===== config.mk =====
export PLATFORM = sky130hd
export DESIGN_NAME = qtue_ctrl
export DESIGN_NICKNAME = d
export VERILOG_FILES = /design/src/design/qtue_pkg.sv /design/src/design/qtue_ctrl.sv
export VERILOG_INCLUDE_DIRS = /design/src /design/src/design
export SDC_FILE = /design/constraint.sdc
export NUM_CORES = 1
export LEC_CHECK = 0
export BUFFER_PORTS_ARGS = -buffer_cell sky130_fd_sc_hd__buf_4
export CELL_PAD_IN_SITES_DETAIL_PLACEMENT = 0
export CELL_PAD_IN_SITES_GLOBAL_PLACEMENT = 1
export CORE_MARGIN = 3
export CORE_UTILIZATION = 28
export CTS_CLUSTER_SIZE = 16
export DETAILED_ROUTE_END_ITERATION = 8
export GPL_ROUTABILITY_DRIVEN = 0
export GPL_TIMING_DRIVEN = 1
export PLACE_DENSITY_LB_ADDON = 0.3
export SYNTH_ARGS = -nofsm -noshare
export SYNTH_HDL_FRONTEND = slang
export SYNTH_SLANG_ARGS = --single-unit

===== constraint.sdc =====
create_clock -name i_clk -period 1.54 [get_ports i_clk]
set_input_delay 0 -clock i_clk [delete_from_list [all_inputs] [get_ports i_clk]]
set_output_delay 0 -clock i_clk [all_outputs]
set_load 0.005 [all_outputs]

===== src/design/assert_macros.svh =====
// ----------------------------------------------------------------------------
// Assertion macros
// Shared concurrent assertion forms for the Q table update engine.
// ----------------------------------------------------------------------------
`ifndef ASSERT_MACROS_SVH
`define ASSERT_MACROS_SVH

// Check a property on every clock edge, masked while reset is active.
`define QT_ASSERT(lbl, clk, rst_n, prop, msg) \
    lbl: assert property (@(posedge clk) disable iff (!rst_n) prop) else $error(msg);

// Check a property on every clock edge, reset included.
`define QT_ASSERT_ALWAYS(lbl, clk, prop, msg) \
    lbl: assert property (@(posedge clk) prop) else $error(msg);

`endif


===== src/design/qtue_pkg.sv =====
// ----------------------------------------------------------------------------
// qtue_pkg
// Field widths, register codes, controller/datapath interface types and
// saturating accumulator helpers for the Q table update engine.
// ----------------------------------------------------------------------------
package qtue_pkg;

    // Port field widths
    localparam int STATE_IN_W = 8;
    localparam int ACT_IN_W   = 2;
    localparam int REWARD_W   = 32;
    localparam int OUT_Q_W    = 32;
    localparam int OUT_ACT_W  = 2;

    // Fixed point: unsigned Q0.16 coefficients, 64-bit accumulator
    localparam int FRAC_W = 16;
    localparam int ACC_W  = 64;

    // Configuration port
    localparam int CFG_IDX_W  = 4;
    localparam int CFG_DATA_W = 16;

    localparam logic [CFG_IDX_W-1:0] REG_LEARN_RATE = CFG_IDX_W'(0);
    localparam logic [CFG_IDX_W-1:0] REG_DISCOUNT   = CFG_IDX_W'(1);

    localparam logic [FRAC_W-1:0] LEARN_RATE_RST = FRAC_W'(6554);
    localparam logic [FRAC_W-1:0] DISCOUNT_RST   = FRAC_W'(58982);

    localparam logic signed [ACC_W-1:0] ACC_MAX = {1'b0, {(ACC_W-1){1'b1}}};
    localparam logic signed [ACC_W-1:0] ACC_MIN = {1'b1, {(ACC_W-1){1'b0}}};

    // Commands from the sequencer to the datapath
    typedef struct packed {
        logic clr_wr;     // write zero at the clear pointer, advance it
        logic load;       // capture a transfer from the input channel
        logic rd_row;     // read the next entry of the next-state row
        logic rd_q;       // read the entry being updated
        logic mul_gamma;  // capture old Q, multiply row max by discount
        logic add_exp;    // expected = reward + gamma*max
        logic sub_diff;   // diff = expected - Q
        logic mul_alpha;  // multiply diff by learn rate
        logic upd;        // new Q = Q + alpha*diff, clamped to Q range
        logic commit;     // write back and load the result register
    } t_cmd;

    // Status from the datapath to the sequencer
    typedef struct packed {
        logic clr_last;   // clear pointer is at the last entry
        logic row_last;   // row pointer is at the last action
    } t_status;

    typedef struct packed {
        logic                    ovf;
        logic signed [ACC_W-1:0] val;
    } t_sat;

    // Saturating add in the accumulator width
    function automatic t_sat sat_add(input logic signed [ACC_W-1:0] a,
                                     input logic signed [ACC_W-1:0] b);
        logic [ACC_W:0] s;
        t_sat           res;
        s       = {a[ACC_W-1], a} + {b[ACC_W-1], b};
        res.ovf = s[ACC_W] ^ s[ACC_W-1];
        res.val = res.ovf ? (s[ACC_W] ? ACC_MIN : ACC_MAX) : s[ACC_W-1:0];
        return res;
    endfunction

    // Saturating subtract in the accumulator width
    function automatic t_sat sat_sub(input logic signed [ACC_W-1:0] a,
                                     input logic signed [ACC_W-1:0] b);
        logic [ACC_W:0] s;
        t_sat           res;
        s       = {a[ACC_W-1], a} - {b[ACC_W-1], b};
        res.ovf = s[ACC_W] ^ s[ACC_W-1];
        res.val = res.ovf ? (s[ACC_W] ? ACC_MIN : ACC_MAX) : s[ACC_W-1:0];
        return res;
    endfunction

endpackage


===== src/design/qtue_ctrl.sv =====
// ----------------------------------------------------------------------------
// qtue_ctrl
// Sequencer for the update engine: table clear after reset, row read, two
// multiply steps, write-back, and the handshakes of both channels.
// ----------------------------------------------------------------------------
`include "assert_macros.svh"

module qtue_ctrl import qtue_pkg::*; (
    input  logic    i_clk,
    input  logic    i_rst_n,
    input  logic    i_in_valid,
    output logic    o_in_ready,
    output logic    o_out_valid,
    input  logic    i_out_ready,
    input  t_status i_status,
    output t_cmd    o_cmd
);

    localparam logic [3:0] S_CLEAR = 4'd0;
    localparam logic [3:0] S_IDLE  = 4'd1;
    localparam logic [3:0] S_ROW   = 4'd2;
    localparam logic [3:0] S_QRD   = 4'd3;
    localparam logic [3:0] S_LAST  = 4'd4;
    localparam logic [3:0] S_ADD   = 4'd5;
    localparam logic [3:0] S_SUB   = 4'd6;
    localparam logic [3:0] S_MULA  = 4'd7;
    localparam logic [3:0] S_UPD   = 4'd8;
    localparam logic [3:0] S_WRITE = 4'd9;

    logic [3:0] r_state;
    logic [3:0] n_state;
    logic       r_out_valid;
    logic       n_out_valid;
    logic       out_free;

    assign out_free = !r_out_valid || i_out_ready;

    // Next state and commands
    always_comb begin
        n_state = r_state;
        o_cmd   = '0;
        unique case (r_state)
            S_CLEAR: begin
                o_cmd.clr_wr = 1'b1;
                if (i_status.clr_last) begin
                    n_state = S_IDLE;
                end
            end
            S_IDLE: begin
                if (i_in_valid) begin
                    o_cmd.load = 1'b1;
                    n_state    = S_ROW;
                end
            end
            S_ROW: begin
                o_cmd.rd_row = 1'b1;
                if (i_status.row_last) begin
                    n_state = S_QRD;
                end
            end
            S_QRD: begin
                o_cmd.rd_q = 1'b1;
                n_state    = S_LAST;
            end
            S_LAST: begin
                o_cmd.mul_gamma = 1'b1;
                n_state         = S_ADD;
            end
            S_ADD: begin
                o_cmd.add_exp = 1'b1;
                n_state       = S_SUB;
            end
            S_SUB: begin
                o_cmd.sub_diff = 1'b1;
                n_state        = S_MULA;
            end
            S_MULA: begin
                o_cmd.mul_alpha = 1'b1;
                n_state         = S_UPD;
            end
            S_UPD: begin
                o_cmd.upd = 1'b1;
                n_state   = S_WRITE;
            end
            S_WRITE: begin
                // hold until the result register is free
                if (out_free) begin
                    o_cmd.commit = 1'b1;
                    n_state      = S_IDLE;
                end
            end
            default: begin
                n_state = S_CLEAR;
            end
        endcase
    end

    // Result valid: set on write-back, drop on transfer
    always_comb begin
        priority if (o_cmd.commit) begin
            n_out_valid = 1'b1;
        end else if (i_out_ready) begin
            n_out_valid = 1'b0;
        end else begin
            n_out_valid = r_out_valid;
        end
    end

    always_ff @(posedge i_clk) begin
        if (!i_rst_n) begin
            r_state     <= S_CLEAR;
            r_out_valid <= 1'b0;
        end else begin
            r_state     <= n_state;
            r_out_valid <= n_out_valid;
        end
    end

    assign o_in_ready  = (r_state == S_IDLE);
    assign o_out_valid = r_out_valid;

    `QT_ASSERT_ALWAYS(a_reset_clears, i_clk, !i_rst_n |=> (r_state == S_CLEAR), "no clear after reset")
    `QT_ASSERT(a_accept_reads_row, i_clk, i_rst_n, (i_in_valid && o_in_ready) |=> (r_state == S_ROW), "transfer did not start row read")
    `QT_ASSERT(a_commit_free, i_clk, i_rst_n, o_cmd.commit |-> (!r_out_valid || i_out_ready), "result overwritten before transfer")
    `QT_ASSERT(a_commit_shows, i_clk, i_rst_n, o_cmd.commit |=> o_out_valid, "write-back did not raise result valid")

endmodule


==> impl_metrics.toml, run 1 <==
[clock_tree]
clock_latency_ps = 240
clockRootBuffer = "clkbuf_4"
cts.htree.levels = 1
postCtsResizedCells = 0
path_clk_slew_ps = 40
ctsHoldBuffers = 0
cts_buffers = 3
cts_tree = "done"
cts.sinks = 5
clockBufferDepth = 2
cts_setup_buffers = 0

[yosys]
yosys_warnings = 0
synth_fp_nets = 56
synth_cells = 50
synth_seq_area_share_pct = 26.94
synth_edf_count = 0
async_flop_share_pct = 0
synth_ff_type = "dfxtp_1"
syn-cell-area_um2 = 371.6
yosysUniqueCellTypes = 24
ys_seq_elements = 5
syn-mean-instance-area_um2 = 7.432

[finish]
n_antenna_cell = 0
ff_latch_area_um2 = 100.1
final_cell_mix = "buf_4 (20), nor2_1 (8), nand2_1 (5), nor3_1 (5), dfxtp_1 (5)"
fin_nets = 76
multiInputGateArea_um2 = 242.7
area_growth_pct = 45.45
final_common_cell = "buf_4"
fill_cells = 131
final_cells = 83
drive_above_1_share_pct = 36.23

[worst_hold_path]
hold_path_end = "r_state[3]"
hold_path.startpoint = "i_rst_n"
hold_depth = 2
hp-class = "input port to register"

[critical_path]
rr_endpoint = "r_state[0]"
worstSetupPathType = "register to primary output"
reg2reg_depth = 4
cp_data_arrival_time_ps = 1430
worst_setup_path_start_kind = "register"
crit_required_ps = 1540
endpoint_kind = "primary output"
reg2reg_from = "r_state[1]"
r2r_setup_slack_ps = 160
critPathMaxFanout = 9

[placement]
dp_hpwl_um = 657.3
dp.cells = 79
io_buffers = 17
dp_slack_ps = 164.8

[sta]
hold_viol_final = 0
rsz0062_at_grt = "no"
setup-tns-final_ps = 0
layout_setup_ws_ps = 112.1
finalCritPeriodShare_pct = 92.72
hold_ws_ps = 9.254
final-max-slew-violation-count = 0
fin_skew_ps = 3.055
period_minus_slack_ps = 1428
max_freq_mhz = 700.3
setup_viol = 0
worst_slew_pin_slew_ps = 363.4
slew_headroom_pct = 75.74

[floorplanning]
die_w_um = 42.43
ios = 18
die_area_um2 = 1800
start_util_pct = 31.73
fp-row-count = 12
die_y_um = 42.43
coreArea_um2 = 1171

[grt]
antenna_found_initial = 0
grt_max_degree = 12
grt_pass1_wl_um = 1462
grt_pass1_vias = 327
grt_overflow_total = 0
grtUsageTotal_pct = 10.56

[detailed_routing]
antenna_left = 0
routed_wl_um = 871
post_drt_via_cell_ratio = 4.614
firstDrtPassIters = 4
dr_total_vias = 383
drtIter0Drc = 6
route.detailed.drc = 0
wl_per_cell_um = 10.49

[outcome]
outcome = "finished, final reports clean"

[run]
maxCapViolations = 0

[pwr]
powerDensity_nw_per_um2 = 1406
power.leakage_nw = 0.2427
vdd_drop_max_v = 0.0005716
## critical path, cell delays in order, from the launching register on
cell and delay (ps):
dfxtp_1 520, inv_1 140, nand2_1 160, nor3_1 70, and2_1 170, buf_4 130
## cell usage after synthesis (2+ instances only)
| cell type | n | area (µm²) |
|---|---|---|
| a21boi_0 | 2 | 15.01 |
| buf_2 | 2 | 10.01 |
| clkbuf_1 | 2 | 7.510 |
| dfxtp_1 | 5 | 100.1 |
| nand2_1 | 5 | 18.77 |
| nand2b_1 | 3 | 18.77 |
| nor2_1 | 8 | 30.03 |
| nor2b_1 | 2 | 12.51 |
| nor3_1 | 5 | 25.02 |
| or3b_1 | 2 | 17.52 |
## per-stage QoR
step	cell area, µm²	total power (W)	utilization (%)
after CTS	540.5	0.0007661	46.15
after detailed placement	514.2	0.0006152	43.91
after global placement	514.2	0.0006147	43.91
after floorplan	371.6	0.0004484	-
after global routing	540.5	0.0008299	46.15
final	540.5	0.0007598	46.15
## flip-flops by register name, indices dropped and copies added (netlist names)
name         flops
o_out_valid      1
r_state          4
## layout make-up
class	count	area share, %
Tap cell	14	3.241
Clock buffer	4	4.861
Inverter	1	0.6944
Sequential cell	5	18.52
Multi-Input combinational cell	39	44.91
Timing Repair Buffer	20	27.78
## worst max path at each step
stage	start	endpoint	slack (ps)
2_1_floorplan	r_state[2]	r_state[0]	200
4_1_cts	r_state[3]	o_cmd[8]	100
3_5_place_dp	r_state[1]	r_state[0]	160
3_3_place_gp	r_state[1]	r_state[0]	170
5_1_grt	r_state[3]	o_cmd[8]	9
6_report	r_state[3]	o_cmd[8]	110
## routing by layer
metal  vias to the layer above  global-route usage (%)  wire length, µm  part of all wire, %
li1                        206                       -                -                    -
met1                       166                   15.01              429                   49
met2                         9                   14.29              384                   44
met3                         2                   2.575               50                  5.7
met4                         0                   5.590                6                 0.69
met5                         -                       0                0                    0
## power by group
group / leakage [nW] / total [W] / switching (W) / internal [W]
combinational: 0.187 / 0.000422 / 0.000185 / 0.000237
clock: 0.0150 / 0.000147 / 0.0000494 / 0.0000977
sequential: 0.0408 / 0.000191 / 0.0000336 / 0.000157
## cells by family after synthesis
| logic type | Yosys count | share of synthesized area, % |
|---|---|---|
| buffers and inverters | 6 | 7.745 |
| AND/OR/NAND/NOR | 30 | 44.11 |
| multiplexers | 1 | 2.694 |
| XOR/XNOR | 2 | 4.715 |
| AO/OA/AOI/OAI | 6 | 13.80 |
| flip-flops | 5 | 26.94 |
(Power assumes the default switching activity.)
==> run 2, diff against run 1 <==
--- a/config.mk
+++ b/config.mk
@@ -6,11 +6,12 @@
 export SDC_FILE = /design/constraint.sdc
 export NUM_CORES = 1
 export LEC_CHECK = 0
+export ABC_AREA = 1
 export BUFFER_PORTS_ARGS = -buffer_cell sky130_fd_sc_hd__buf_4
 export CELL_PAD_IN_SITES_DETAIL_PLACEMENT = 0
 export CELL_PAD_IN_SITES_GLOBAL_PLACEMENT = 1
 export CORE_MARGIN = 3
-export CORE_UTILIZATION = 28
+export CORE_UTILIZATION = 26
 export CTS_CLUSTER_SIZE = 16
 export DETAILED_ROUTE_END_ITERATION = 8
 export GPL_ROUTABILITY_DRIVEN = 0
==> constraint.sdc (replaced) <==
create_clock -name i_clk -period 1.5 [get_ports i_clk]
set_input_delay 0 -clock i_clk [delete_from_list [all_inputs] [get_ports i_clk]]
set_output_delay 0 -clock i_clk [all_outputs]
set_load 0.005 [all_outputs]
==> impl_metrics.toml, run 2 <==
[yosys]
synthMuxAreaShare_pct = 0
synth_edf_count = 0
synth_xor_xnor_area_share_pct = 0
async_flop_share_pct = 0
synth_cells = 58
yosysMostFrequentCell = "nor2_1"
synth.top_cell.area_share_pct = 28.07
synth_fp_nets = 64
yosysUniqueCellTypes = 17
synth_seq_area_share_pct = 28.07
yosys_warnings = 0
ys_seq_elements = 5
synth_top_family_by_area = "simple AND/OR/NAND/NOR gates"
synth_top_cells_by_area = "dfxtp_1 (28%), nor2_1 (17%), inv_1 (9.5%)"
syn-mean-instance-area_um2 = 6.148
synth_top_area_cell = "dfxtp_1"
synth_ff_type = "dfxtp_1"
netlist_top_cells_count = "nor2_1 (16), inv_1 (9), nand2_1 (7)"
syn-cell-area_um2 = 356.6
synth-compound-area-share_pct = 7.719
synthAdderAreaFrac_pct = 0
yosys.area_share.simple_pct = 50.53

[placement]
io_buffers = 17
dpl_cell_area_um2 = 494.2
dp_hpwl_um = 730.1

[finish]
largest_register_ffs = 4
n_antenna_cell = 0
area_growth_pct = 48.77
stdcell_area_um2 = 530.5
regMostFlops = "r_state"
final_cell_mix = "buf_4 (17), nor2_1 (16), inv_1 (9)"
multiInputGateArea_um2 = 207.7
fin_nets = 86
drive_above_1_share_pct = 35.44
fill_cells = 139
final_common_cell = "buf_4"
ff_latch_area_um2 = 100.1

[sta]
finalCritPeriodShare_pct = 86.10
final-max-slew-violation-count = 0
setup_viol = 0
rsz0062_at_grt = "no"
worst_slew_pin_slew_ps = 267.8
period_minus_slack_ps = 1291
slew_headroom_pct = 82.12
max_freq_mhz = 774.3
setup-tns-final_ps = 0
hold_viol_final = 0
fin_skew_ps = 0.9571

[clock_tree]
clock_latency_ps = 240
clockRootBuffer = "clkbuf_4"
cts.htree.levels = 1
cts_buffers = 3
clockBufferDepth = 2
cts_setup_buffers = 0
path_clk_slew_ps = 40
postCtsResizedCells = 0
cts.sinks = 5
cts_tree = "done"

[critical_path]
crit_required_ps = 1500
cp_data_arrival_time_ps = 1290
worstSetupPathType = "register to primary output"
cp_slowest_stage_delay_ps = 380
reg2reg_from = "r_state[2]"
critPathMaxFanout = 6
crit_slowest_cell = "dfxtp_1"
rr_endpoint = "r_state[0]"
endpoint_kind = "primary output"
r2r_setup_slack_ps = 370
reg2reg_depth = 7
worstPathCellList = "nor2_2 -> inv_1 -> nor3_1 -> buf_4"
worst_setup_path_start_kind = "register"
startpoint = "r_state[2]"
timing.critical_path.buf_inv = 2
crit_family = "simple AND/OR/NAND/NOR gates"

[detailed_routing]
wl_per_cell_um = 9.817
dr_total_vias = 410
firstDrtPassIters = 4
antenna_left = 0
drtIter0Drc = 15
route.detailed.drc = 0
post_drt_via_cell_ratio = 4.409
routed_wl_um = 913

[grt]
grt_max_degree = 8
grt_overflow_total = 0
grt_pass1_wl_um = 1442
grt_pass1_vias = 344
grtUsageTotal_pct = 10.47
antenna_found_initial = 0

[outcome]
outcome = "finished, final reports clean"

[floorplanning]
coreArea_um2 = 1201
die_w_um = 43.04
ios = 18
fp-row-count = 12
start_util_pct = 29.69
die_y_um = 43.04
die_area_um2 = 1852

[worst_hold_path]
hold_path_end = "r_state[1]"
hold_path.startpoint = "i_status[0]"
hold_depth = 4
hp-class = "input port to register"

[pwr]
vdd_drop_max_v = 0.0006267
powerDensity_nw_per_um2 = 1393
power.leakage_nw = 0.2757

[run]
maxCapViolations = 0
-- run 2: power breakdown --
part / switching (W) / total, W / internal [W]
sequential: 0.0000475 / 0.000209 / 0.000161
clock: 0.0000545 / 0.000155 / 0.000101
combinational: 0.000207 / 0.000375 / 0.000168
-- run 2: area by class of cell --
type / count / share of cell area, %
Multi-Input combinational cell: 41 / 39.15
Timing Repair Buffer: 18 / 25.94
Tap cell: 14 / 3.302
Inverter: 11 / 7.783
Clock buffer: 4 / 4.953
Sequential cell: 5 / 18.87
-- run 2: worst register-to-register path: stages (launching register included) --
cell,delay (ps)
dfxtp_1,460
nor2_2,110
nand3_1,100
nand2_1,60
nor2_2,140
nand2_1,60
nand2_1,50
nor2_1,30
-- run 2: metrics by stage --
stage          std cells  power [W]  hold slack [ps]  utilization [%]  setup slack, ps
6_report              93  0.0007389            55.75            44.17            208.5
5_1_grt               93  0.0008093            77.06            44.17            67.34
4_1_cts               93  0.0007444            57.19            44.17            207.1
3_5_place_dp          88  0.0005853            228.9            41.15            374.0
3_3_place_gp          88  0.0005900            229.8            41.15            370.6
2_1_floorplan         58  0.0004422            98.88                -            494.8
-- run 2: timing repair --
| item | 4_1_cts | 5_1_grt |
|---|---|---|
| setup endpoints to repair | 0 | 0 |
| hold buffers | 1 | 0 |
| endpoints found under the hold margin | 1 | 0 |
-- run 2: per-layer routing --
layer / vias up / global-route usage, % / wire length [µm]
met3: 2 / 2.966 / 89
met5: - / 0 / 0
met2: 17 / 14.37 / 382
met4: 0 / 5.422 / 11
li1: 221 / - / -
met1: 170 / 14.54 / 429
-- run 2: worst max path at each step --
stage,endpoint,slack [ps],cells past startpoint
4_1_cts,o_cmd[8],210,4
3_3_place_gp,r_state[0],370,7
6_report,o_cmd[8],210,4
5_1_grt,o_cmd[8],70,4
2_1_floorplan,r_state[0],490,7
3_5_place_dp,r_state[0],370,7
-- run 2: cells by family (layout without fill, tap and decap cells) --
group | after synthesis | in the layout
simple gates | 36 | 36
buf+inv | 12 | 33
compound gates | 5 | 5
flops | 5 | 5
